File: config.mk
export PLATFORM = sky130hd
export DESIGN_NAME = tag_synced_symbol_decimator_core
export DESIGN_NICKNAME = d
export VERILOG_FILES = /design/src/rtl/tssd_pkg.sv /design/src/rtl/tag_synced_symbol_decimator_core.sv
export SDC_FILE = /design/constraint.sdc
export NUM_CORES = 1
export LEC_CHECK = 0
export ABC_AREA = 1
export BUFFER_PORTS_ARGS = -buffer_cell sky130_fd_sc_hd__buf_2
export CORE_MARGIN = 2
export CORE_UTILIZATION = 31
export CTS_CLUSTER_DIAMETER = 80
export DETAILED_ROUTE_END_ITERATION = 8
export HOLD_SLACK_MARGIN = 0.03
export MAX_ROUTING_LAYER = met4
export SETUP_SLACK_MARGIN = 0.1
export SLEW_MARGIN = 20
export SYNTH_ARGS = -nofsm -noshare
export SYNTH_HDL_FRONTEND = slang
export SYNTH_SLANG_ARGS = --single-unit
File: constraint.sdc
create_clock -name i_clk -period 10.6 [get_ports i_clk]
set_input_delay 0.53 -clock i_clk [delete_from_list [all_inputs] [get_ports i_clk]]
set_output_delay 0.53 -clock i_clk [all_outputs]
set_load 0.1 [all_outputs]
File: src/rtl/tssd_pkg.sv
package tssd_pkg;

    // default width of one sample component
    localparam int SAMPLE_WIDTH_DEF = 16;

    // phase and correlation fields
    localparam int PHASE_W = 16;
    localparam int CORR_W  = 16;

    // decimation factor register
    localparam int                SPS_W     = 8;
    localparam logic [SPS_W-1:0]  SPS_RESET = 8'd8;

    // sample and marker indexes
    localparam int IDX_W = 64;

    // tuser bit positions on the slave side
    localparam int USR_MARKER = 0;
    localparam int USR_CORR   = 1;
    localparam int S_USER_W   = 2;
    localparam int M_USER_W   = 1;

endpackage

File: src/rtl/tag_synced_symbol_decimator_core.sv
// Tag-synced symbol decimator.
// The slave stream carries one complex sample per transaction, with an optional
// phase marker and correlation estimate. A marker is taken unless an earlier
// marker lies fewer than samples_per_symbol samples back, a correlation comes
// with the new one, and that correlation is below the stored one. A taken
// marker syncs the block and restarts the symbol count; once synced, the sample
// at each taken marker and every samples_per_symbol samples after an emission
// leaves on the master stream, with marker flag and, for a taken marker, phase.
// Configuration: one write channel loads samples_per_symbol; write only while
// no sample is in flight.
// The sample passes the input register, then the result register, before master
// tvalid rises; a stall on the master side can hold it between them.
// Throughput: one sample per cycle while the master side does not stall; the
// input register moves on whenever the result register is empty or being taken,
// so a stall on the master side holds both stages and drops o_s_tready only
// when both are full and i_m_tready is low. Samples that produce no symbol
// leave nothing on the master side.
// Reset: clears sync, counters, stored correlation and both valid flags, and
// sets samples_per_symbol to 8. No clearing pass is needed.
module tag_synced_symbol_decimator_core
    import tssd_pkg::*;
#(
    parameter int SAMPLE_WIDTH = SAMPLE_WIDTH_DEF
) (
    input  logic                i_clk,
    input  logic                i_rst_n,
    // configuration write: samples_per_symbol
    input  logic                i_cfg_valid,
    output logic                o_cfg_ready,
    input  logic [SPS_W-1:0]    i_cfg_data,
    // slave stream
    input  logic                i_s_tvalid,
    output logic                o_s_tready,
    // tdata from bit 0: in_i, in_q, phase_value, corr_value, zero fill
    input  logic [((2*SAMPLE_WIDTH+PHASE_W+CORR_W+7)/8)*8-1:0] i_s_tdata,
    // tuser from bit 0: phase_marker, corr_present
    input  logic [S_USER_W-1:0] i_s_tuser,
    // master stream
    output logic                o_m_tvalid,
    input  logic                i_m_tready,
    // tdata from bit 0: out_i, out_q, out_phase, zero fill
    output logic [((2*SAMPLE_WIDTH+PHASE_W+7)/8)*8-1:0] o_m_tdata,
    // tuser from bit 0: out_marker
    output logic [M_USER_W-1:0] o_m_tuser
);

    localparam int S_DATA_W = ((2*SAMPLE_WIDTH+PHASE_W+CORR_W+7)/8)*8;
    localparam int M_DATA_W = ((2*SAMPLE_WIDTH+PHASE_W+7)/8)*8;
    localparam int Q_LO     = SAMPLE_WIDTH;
    localparam int PH_LO    = 2*SAMPLE_WIDTH;
    localparam int CR_LO    = 2*SAMPLE_WIDTH + PHASE_W;
    localparam int M_USED_W = 2*SAMPLE_WIDTH + PHASE_W;

    // configuration and tracking state
    logic [SPS_W-1:0]    r_sps;
    logic [IDX_W-1:0]    r_sample_index;
    logic [IDX_W-1:0]    r_last_marker_index;
    logic [CORR_W-1:0]   r_last_corr;
    logic [SPS_W-1:0]    r_symbol_count;
    logic                r_synced;

    // input register
    logic                r_in_valid;
    logic [S_DATA_W-1:0] r_in_data;
    logic [S_USER_W-1:0] r_in_user;

    // result register
    logic                r_out_valid;
    logic [M_DATA_W-1:0] r_out_data;
    logic [M_USER_W-1:0] r_out_user;

    // decision logic
    logic                advance;
    logic                proc;
    logic                marker;
    logic                corr_ok;
    logic [CORR_W-1:0]   corr;
    logic [IDX_W-1:0]    mark_gap;
    logic                near;
    logic                fake;
    logic                took;
    logic [SPS_W-1:0]    cnt_mark;
    logic                emit;
    logic [SPS_W-1:0]    cnt_emit;
    logic [SPS_W-1:0]    n_symbol_count;
    logic [M_DATA_W-1:0] n_out_data;

    assign o_cfg_ready = 1'b1;
    assign advance     = !r_out_valid || i_m_tready;
    assign o_s_tready  = !r_in_valid || advance;
    assign proc        = r_in_valid && advance;

    assign o_m_tvalid  = r_out_valid;
    assign o_m_tdata   = r_out_data;
    assign o_m_tuser   = r_out_user;

    // marker acceptance and emission decision
    always_comb begin
        marker   = r_in_user[USR_MARKER];
        corr_ok  = r_in_user[USR_CORR];
        corr     = r_in_data[CR_LO +: CORR_W];
        mark_gap = r_sample_index - r_last_marker_index;
        near     = (mark_gap[IDX_W-1:SPS_W] == '0) && (mark_gap[SPS_W-1:0] < r_sps);
        fake     = marker && (r_last_marker_index != '0) && corr_ok && near
                   && (corr < r_last_corr);
        took     = marker && !fake;
        cnt_mark = took ? '0 : r_symbol_count;
        emit     = (r_synced || took)
                   && (took || ((r_sps != '0) && (cnt_mark == r_sps)));
        cnt_emit = emit ? '0 : cnt_mark;
        n_symbol_count = (cnt_emit == '1) ? cnt_emit : cnt_emit + 1'b1;

        n_out_data = '0;
        n_out_data[M_USED_W-1:0] = {took ? r_in_data[PH_LO +: PHASE_W] : {PHASE_W{1'b0}},
                                    r_in_data[Q_LO +: SAMPLE_WIDTH],
                                    r_in_data[0 +: SAMPLE_WIDTH]};
    end

    // configuration register
    always_ff @(posedge i_clk) begin
        if (!i_rst_n) begin
            r_sps <= SPS_RESET;
        end else if (i_cfg_valid) begin
            r_sps <= i_cfg_data;
        end
    end

    // input register
    always_ff @(posedge i_clk) begin
        if (!i_rst_n) begin
            r_in_valid <= 1'b0;
        end else if (o_s_tready) begin
            r_in_valid <= i_s_tvalid;
        end
    end

    always_ff @(posedge i_clk) begin
        if (o_s_tready && i_s_tvalid) begin
            r_in_data <= i_s_tdata;
            r_in_user <= i_s_tuser;
        end
    end

    // tracking state, updated once per processed sample
    always_ff @(posedge i_clk) begin
        if (!i_rst_n) begin
            r_sample_index      <= '0;
            r_last_marker_index <= '0;
            r_last_corr         <= '0;
            r_symbol_count      <= '0;
            r_synced            <= 1'b0;
        end else if (proc) begin
            r_sample_index <= r_sample_index + 1'b1;
            r_symbol_count <= n_symbol_count;
            if (took) begin
                r_synced            <= 1'b1;
                r_last_marker_index <= r_sample_index;
                if (corr_ok) begin
                    r_last_corr <= corr;
                end
            end
        end
    end

    // result register
    always_ff @(posedge i_clk) begin
        if (!i_rst_n) begin
            r_out_valid <= 1'b0;
        end else if (proc) begin
            r_out_valid <= emit;
        end else if (i_m_tready) begin
            r_out_valid <= 1'b0;
        end
    end

    always_ff @(posedge i_clk) begin
        if (proc && emit) begin
            r_out_data <= n_out_data;
            r_out_user <= took;
        end
    end

endmodule
# [After elaboration in Yosys (flattened, before gate mapping)]
# Cells that the tools add are included.
# Widths: inputs -> output; s select.
[word_totals] ff_bits=278 input_bits=79 word_cells=49
[classes] addsub=3 order_cmp=2 eq_ne=2 muxes=5 reduce_logical=24
[op_table] cell="$add 64x1->64 const B" n=1
[op_table] cell="$reduce_bool 64->1" n=1
[op_table] cell="$sub 64x64->64" n=1
[op_table] cell="$logic_not 56->1" n=1
[op_table] cell="$mux 8" n=3
[op_table] cell="$lt 16x16->1" n=1
[op_table] cell="$logic_and 1x1->1" n=11
[op_table] cell="$add 8x1->8 const B" n=1
[op_table] cell="$eq 8x8->1" n=1
[op_table] cell="$eq 8x8->1 const B" n=1
[op_table] cell="$lt 8x8->1" n=1
[op_table] cell="$reduce_bool 8->1" n=1
[op_table] cell="$logic_or 1x1->1" n=4
[op_table] cell="$logic_not 1->1" n=3
[op_table] cell="$reduce_and 3->1" n=1
[op_table] cell="$mux 1" n=2
[op_table] cell="$reduce_and 2->1" n=1
[op_table] cell="$reduce_bool 2->1" n=1

# [Longest topological paths before layout]
[depth] word_depth=15 ltp_mapped=37 ltp_nobuf=36

# [Worst setup path before layout]
# Ideal clock, no wire load.
[synth_timing] path_type="reg2reg" start="register r_sample_index[0]" end="register r_out_data[0], in the netlist o_m_tdata[0] (enable)" arrival_ns=5.351 required_ns=10.143 path_slack_ns=4.792 path_stages_with_launch=29 n_path_buf=1 synth_period_minus_slack_ns=5.808 cell_sequence="dfxtp_1 > inv_1 > ha_1 > fa_1 > nor2_1 > nand2_1 > nand3_1 > xor2_1 > ha_1 > a211oi_1 > nand2_1 > nor2_1 > nand2_1 > nor2_1 > nand3_1 > nor2_1 > nand3_1 > nor2_1 > nand2_1 > nand2_2 > buf_6 > nand2_1 > nand2_1 > nand2_1 > nor2_1 > nand3_1 > nor2_1 > nor2_1 > nor2_1"
[synth_between] elab_chain_len=13 word_cells_on_any_way=15 cone_classes="add/sub (1); order compare (1); eq/ne (1); mux (1); reduce/logical (11)"
[synth_rtl] element="from (decl)" line_no="tag_synced_symbol_decimator_core.sv:56" source="logic [IDX_W-1:0] r_sample_index;"
[synth_rtl] element="from (signal assigned)" line_no="tag_synced_symbol_decimator_core.sv:153" source="r_sample_index <= r_sample_index + 1'b1;"
[synth_rtl] element="$sub 64x64->64 (*)" line_no="tag_synced_symbol_decimator_core.sv:102" source="mark_gap = r_sample_index - r_last_marker_index;"
[synth_rtl] element="$lt 8x8->1 or $logic_not 56->1 (tied branches)" line_no="tag_synced_symbol_decimator_core.sv:103" source="near = (mark_gap[IDX_W-1:SPS_W] == '0) && (mark_gap[SPS_W-1:0] < r_sps);"
[synth_rtl] element="$logic_and 1x1->1 (*)" line_no="tag_synced_symbol_decimator_core.sv:103"
[synth_rtl] element="$logic_and 1x1->1 (*)" line_no="tag_synced_symbol_decimator_core.sv:104" source="fake = marker && (r_last_marker_index != '0) && corr_ok && near"
[synth_rtl] element="$logic_and 1x1->1 (*)" line_no="tag_synced_symbol_decimator_core.sv:105" source="&& (corr < r_last_corr);"
[synth_rtl] element="$logic_not 1->1 (*)" line_no="tag_synced_symbol_decimator_core.sv:106" source="took = marker && !fake;"
[synth_rtl] element="$logic_and 1x1->1 (*)" line_no="tag_synced_symbol_decimator_core.sv:106"
[synth_rtl] element="$mux 8" line_no="tag_synced_symbol_decimator_core.sv:107" source="cnt_mark = took ? '0 : r_symbol_count;"
[synth_rtl] element="$eq 8x8->1" line_no="tag_synced_symbol_decimator_core.sv:109" source="&& (took || ((r_sps != '0) && (cnt_mark == r_sps)));"
[synth_rtl] element="$logic_and 1x1->1" line_no="tag_synced_symbol_decimator_core.sv:109"
[synth_rtl] element="$logic_or 1x1->1" line_no="tag_synced_symbol_decimator_core.sv:109"
[synth_rtl] element="$logic_and 1x1->1 (*)" line_no="tag_synced_symbol_decimator_core.sv:109"
[synth_rtl] element="$logic_and 1x1->1 (*)" line_no="tag_synced_symbol_decimator_core.sv:177" source="if (proc && emit) begin"
[synth_rtl] element="to (signal assigned)" line_no="tag_synced_symbol_decimator_core.sv:178" source="r_out_data <= n_out_data;"
[synth_rtl] element="to (decl)" line_no="tag_synced_symbol_decimator_core.sv:69" source="logic [M_DATA_W-1:0] r_out_data;"
# Mark *: on every way between the ends. The rest lies on a longest branch, timed or not.
# A chain may end at the register's enable or synchronous reset.

# [Worst setup path after layout]
[layout_timing] start="register r_last_marker_index[3]" end="register r_out_data[30], in the netlist o_m_tdata[30] (enable)"
[layout_between] elab_chain_len=13 word_cells_on_any_way=18 cone_classes="add/sub (1); order compare (1); eq/ne (1); mux (1); reduce/logical (14)"
[layout_rtl] element="from (decl)" line_no="tag_synced_symbol_decimator_core.sv:57" source="logic [IDX_W-1:0] r_last_marker_index;"
[layout_rtl] element="from (signal assigned)" line_no="tag_synced_symbol_decimator_core.sv:157" source="r_last_marker_index <= r_sample_index;"
[layout_rtl] element="$sub 64x64->64 or $reduce_bool 64->1 (tied branches)" line_no="tag_synced_symbol_decimator_core.sv:102, tag_synced_symbol_decimator_core.sv:104"
[layout_rtl] element="$lt 8x8->1 (tied with other cells)" line_no="tag_synced_symbol_decimator_core.sv:103"
[layout_rtl] element="$logic_and 1x1->1, on equally long branches" line_no="tag_synced_symbol_decimator_core.sv:103, tag_synced_symbol_decimator_core.sv:104"
[layout_rtl] element="$logic_and 1x1->1 (*)" line_no="tag_synced_symbol_decimator_core.sv:104"
[layout_rtl] element="$logic_and 1x1->1 (*)" line_no="tag_synced_symbol_decimator_core.sv:105"
[layout_rtl] element="$logic_not 1->1 (*)" line_no="tag_synced_symbol_decimator_core.sv:106"
[layout_rtl] element="$logic_and 1x1->1 (*)" line_no="tag_synced_symbol_decimator_core.sv:106"
[layout_rtl] element="$mux 8" line_no="tag_synced_symbol_decimator_core.sv:107"
[layout_rtl] element="$eq 8x8->1" line_no="tag_synced_symbol_decimator_core.sv:109"
[layout_rtl] element="$logic_and 1x1->1" line_no="tag_synced_symbol_decimator_core.sv:109"
[layout_rtl] element="$logic_or 1x1->1" line_no="tag_synced_symbol_decimator_core.sv:109"
[layout_rtl] element="$logic_and 1x1->1 (*)" line_no="tag_synced_symbol_decimator_core.sv:109"
[layout_rtl] element="$logic_and 1x1->1 (*)" line_no="tag_synced_symbol_decimator_core.sv:177"
# Marks and branches as above.

==> results.tsv <==
stage	metric	value	unit
detailed_routing	ant_nets	0	
clock_tree	numCtsBuffers	34	
sta	finalMaxSlewViolations	0	
power_and_ir_drop	p_leak	9.41	nW
finish	layout.nets	2828	
synthesis	yosysUniqueCellTypes	50	
sta	hold_viol_final	0	
clock_tree	cts_setup_buffers	0	
floorplanning	die-area	57600	um2
finish	seq_area	6720	um2
detailed_routing	wl_per_cell	14.6	um
clock_tree	cts_sinks	278	
worst_setup_path	cp_slowest_cell	buf_4	
finish	final_cells	3437	
finish	n_fill_cell	6066	
clock_tree	cts-root-buf	clkbuf_16	
sta	fin_crit_sh	0.503	
clock_tree	cts_hold_buf	0	
sta	relSlewSlack	0.406	
synthesis	synth_nets	2696	
finish	drive_above_1_share	0.0841	
placed_design	dp_hpwl	39.8	mm
run	cap_violations	0	
global_routing	gr-total-overflow	0	
synthesis	ys.flop_type	dfxtp_1	
worst_setup_path	critPathMaxFanout	50	
placed_design	dp_cells	3374	
sta	tightest_slew	0.890	ns
worst_setup_path	cp_top_family	simple AND/OR/NAND/NOR gates	
floorplanning	start_util	0.313	
sta	tns	0	ns
detailed_routing	dr.pass1.iters	6	
floorplanning	num_rows	86	
sta	setup_viol	0	
synthesis	synthArstFlopShare	0	
floorplanning	core	55100	um2
synthesis	avgSynthCellArea	6.82	um2
worst_setup_path	worstSetupEndpointType	flop	
synthesis	synth.cell_area	17300	um2
placed_design	numPortBuffers	129	
synthesis	synth_seq_cells	278	
power_and_ir_drop	power_density	139	nW/um2
detailed_routing	via_count	16093	
sta	rsz0062_at_grt	no	
synthesis	yosysSeqAreaShare	0.389	
sta	fmax	0.188	GHz
status	status	finished, final reports clean	
clock_tree	clk_latency	0.55	ns
synthesis	synth_edf_count	115	
worst_setup_path	crit_path_max_incr_delay	0.51	ns
power_and_ir_drop	vdd_drop_max	0.0977	mV
floorplanning	dieWidth	240	um
sta	min_period	5.33	ns
synthesis	synth_cells	2530	
worst_setup_path	worstSetupPathType	reg2reg	
synthesis	yosysWarnings	0	
global_routing	grt_start_max_net_pins	70	
sta	worst_clock_skew	0.0154	ns
clock_tree	post_cts_resized	0	
finish	syn_to_final_growth	15.0	%
placed_design	gp_congestion	0.932	
worst_setup_path	start_kind	flop	
detailed_routing	routed_wl	50.1	mm
detailed_routing	vias_per_cell	4.68	
worst_setup_path	critPathBufInv	2	
global_routing	grtUsageTotal	0.178	
synthesis	synth_area_leader_cell	edfxtp_1	
global_routing	grt_pass1_vias	14808	
floorplanning	pin_count	131	
finish	multi_input_area	8540	um2
synthesis	netlist_top_cells_count	701 x nand2_1, 488 x inv_1, 254 x nor2_1	
clock_tree	clk_path_buf_depth	3	
min_path	holdCritPathClass	in2reg	
worst_setup_path	required	10.77	ns
synthesis	post-synth-top-count-cell	nand2_1	
detailed_routing	drc	0	
clock_tree	clk_pin_slew	0.06	ns
worst_setup_path	arrival	5.50	ns
global_routing	antenna_found_initial	1	
clock_tree	ctsHtreeMaxLevel	2	
floorplanning	die_y	240	um
detailed_routing	first_iter_violations	1119	
synthesis	synth_top_cell_area_share	0.200	
synthesis	yosys-top-cells-area	edfxtp_1 20%, dfxtp_1 19%, nand2_1 15%	
clock_tree	cts_tree	yes	
global_routing	grt_pass1_wl	78.8	mm
## flip-flops by register name, summed over array words and instances (netlist names), 2 cells and up
signal	cells
r_in_user	2
r_sps	8
r_symbol_count	8
r_last_marker_index	64
r_in_data	64
r_last_corr	16
o_m_tdata	48
r_sample_index	64
## layer usage
layer / global-route usage / wire (um)
met1: 0.243 / 24300
met2: 0.275 / 21600
met3: 0.0278 / 3100
met5: - / 0
met4: 0.0444 / 1000
## cell usage in the layout, fill, tap and decap left out, types with 7 or more instances in the layout
| master | n |
|---|---|
| buf_4 | 8 |
| o21ai_0 | 138 |
| nor2_1 | 252 |
| o21a_1 | 7 |
| xnor2_1 | 8 |
| nand2_2 | 7 |
| nand4_1 | 48 |
| nor2_2 | 8 |
| buf_2 | 128 |
| clkbuf_16 | 35 |
| o21bai_1 | 8 |
| nand3_1 | 107 |
| nor3_1 | 49 |
| xor2_1 | 17 |
| nor4_1 | 23 |
| ha_1 | 86 |
| edfxtp_1 | 115 |
| clkinv_2 | 7 |
| nand2_1 | 701 |
| inv_1 | 487 |
| a21oi_1 | 195 |
| nand3b_1 | 17 |
| dfxtp_1 | 163 |
## final timing paths
path | startpoint | to | slack (ns) | depth (start not counted)
min reg2reg | r_in_data[31] | o_m_tdata[31] | 0.41 | 0
min | i_s_tdata[38] | r_in_data[38] | 0.16 | 1
max reg2reg | r_last_marker_index[3] | o_m_tdata[30] | 5.27 | 26
max | r_last_marker_index[3] | o_m_tdata[30] | 5.27 | 26
## power breakdown
group / internal [W] / switching (W) / total [W]
logic: 0.000126 / 0.000326 / 0.000451
clock network: 0.000673 / 0.000462 / 0.00113
registers: 0.00116 / 0.0000158 / 0.00117
total: 0.00196 / 0.000803 / 0.00276
## cell type report
class	instances	area share
antenna	3	0.000378
clock buffer	43	0.0467
clock inverter	17	0.00839
inverter	492	0.0931
multi-input combinational	1720	0.430
sequential	278	0.339
tap	748	0.0472
timing repair buffer	136	0.0353
## cell families after synthesis
kind of cell,share of synthesized area
flip-flops,0.389
AND/OR/NAND/NOR,0.305
adder cells (fa/ha/maj),0.0635
AO/OA/AOI/OAI,0.112
other,0.000217
XOR/XNOR,0.0127
buffers and inverters,0.117
## stage by stage
step	area (um2)	util	hold WS (ns)	power [W]	setup WS, ns
after floorplan	17300	-	0.400	0.00152	4.79
after global placement	18700	0.340	0.400	0.00164	5.31
after detailed placement	18700	0.340	0.405	0.00164	5.29
after CTS	19800	0.360	0.128	0.00279	5.27
after global routing	19800	0.360	0.138	0.00289	4.67
final	19800	0.360	0.160	0.00276	5.27
Power figures use the tool's default switching activity.
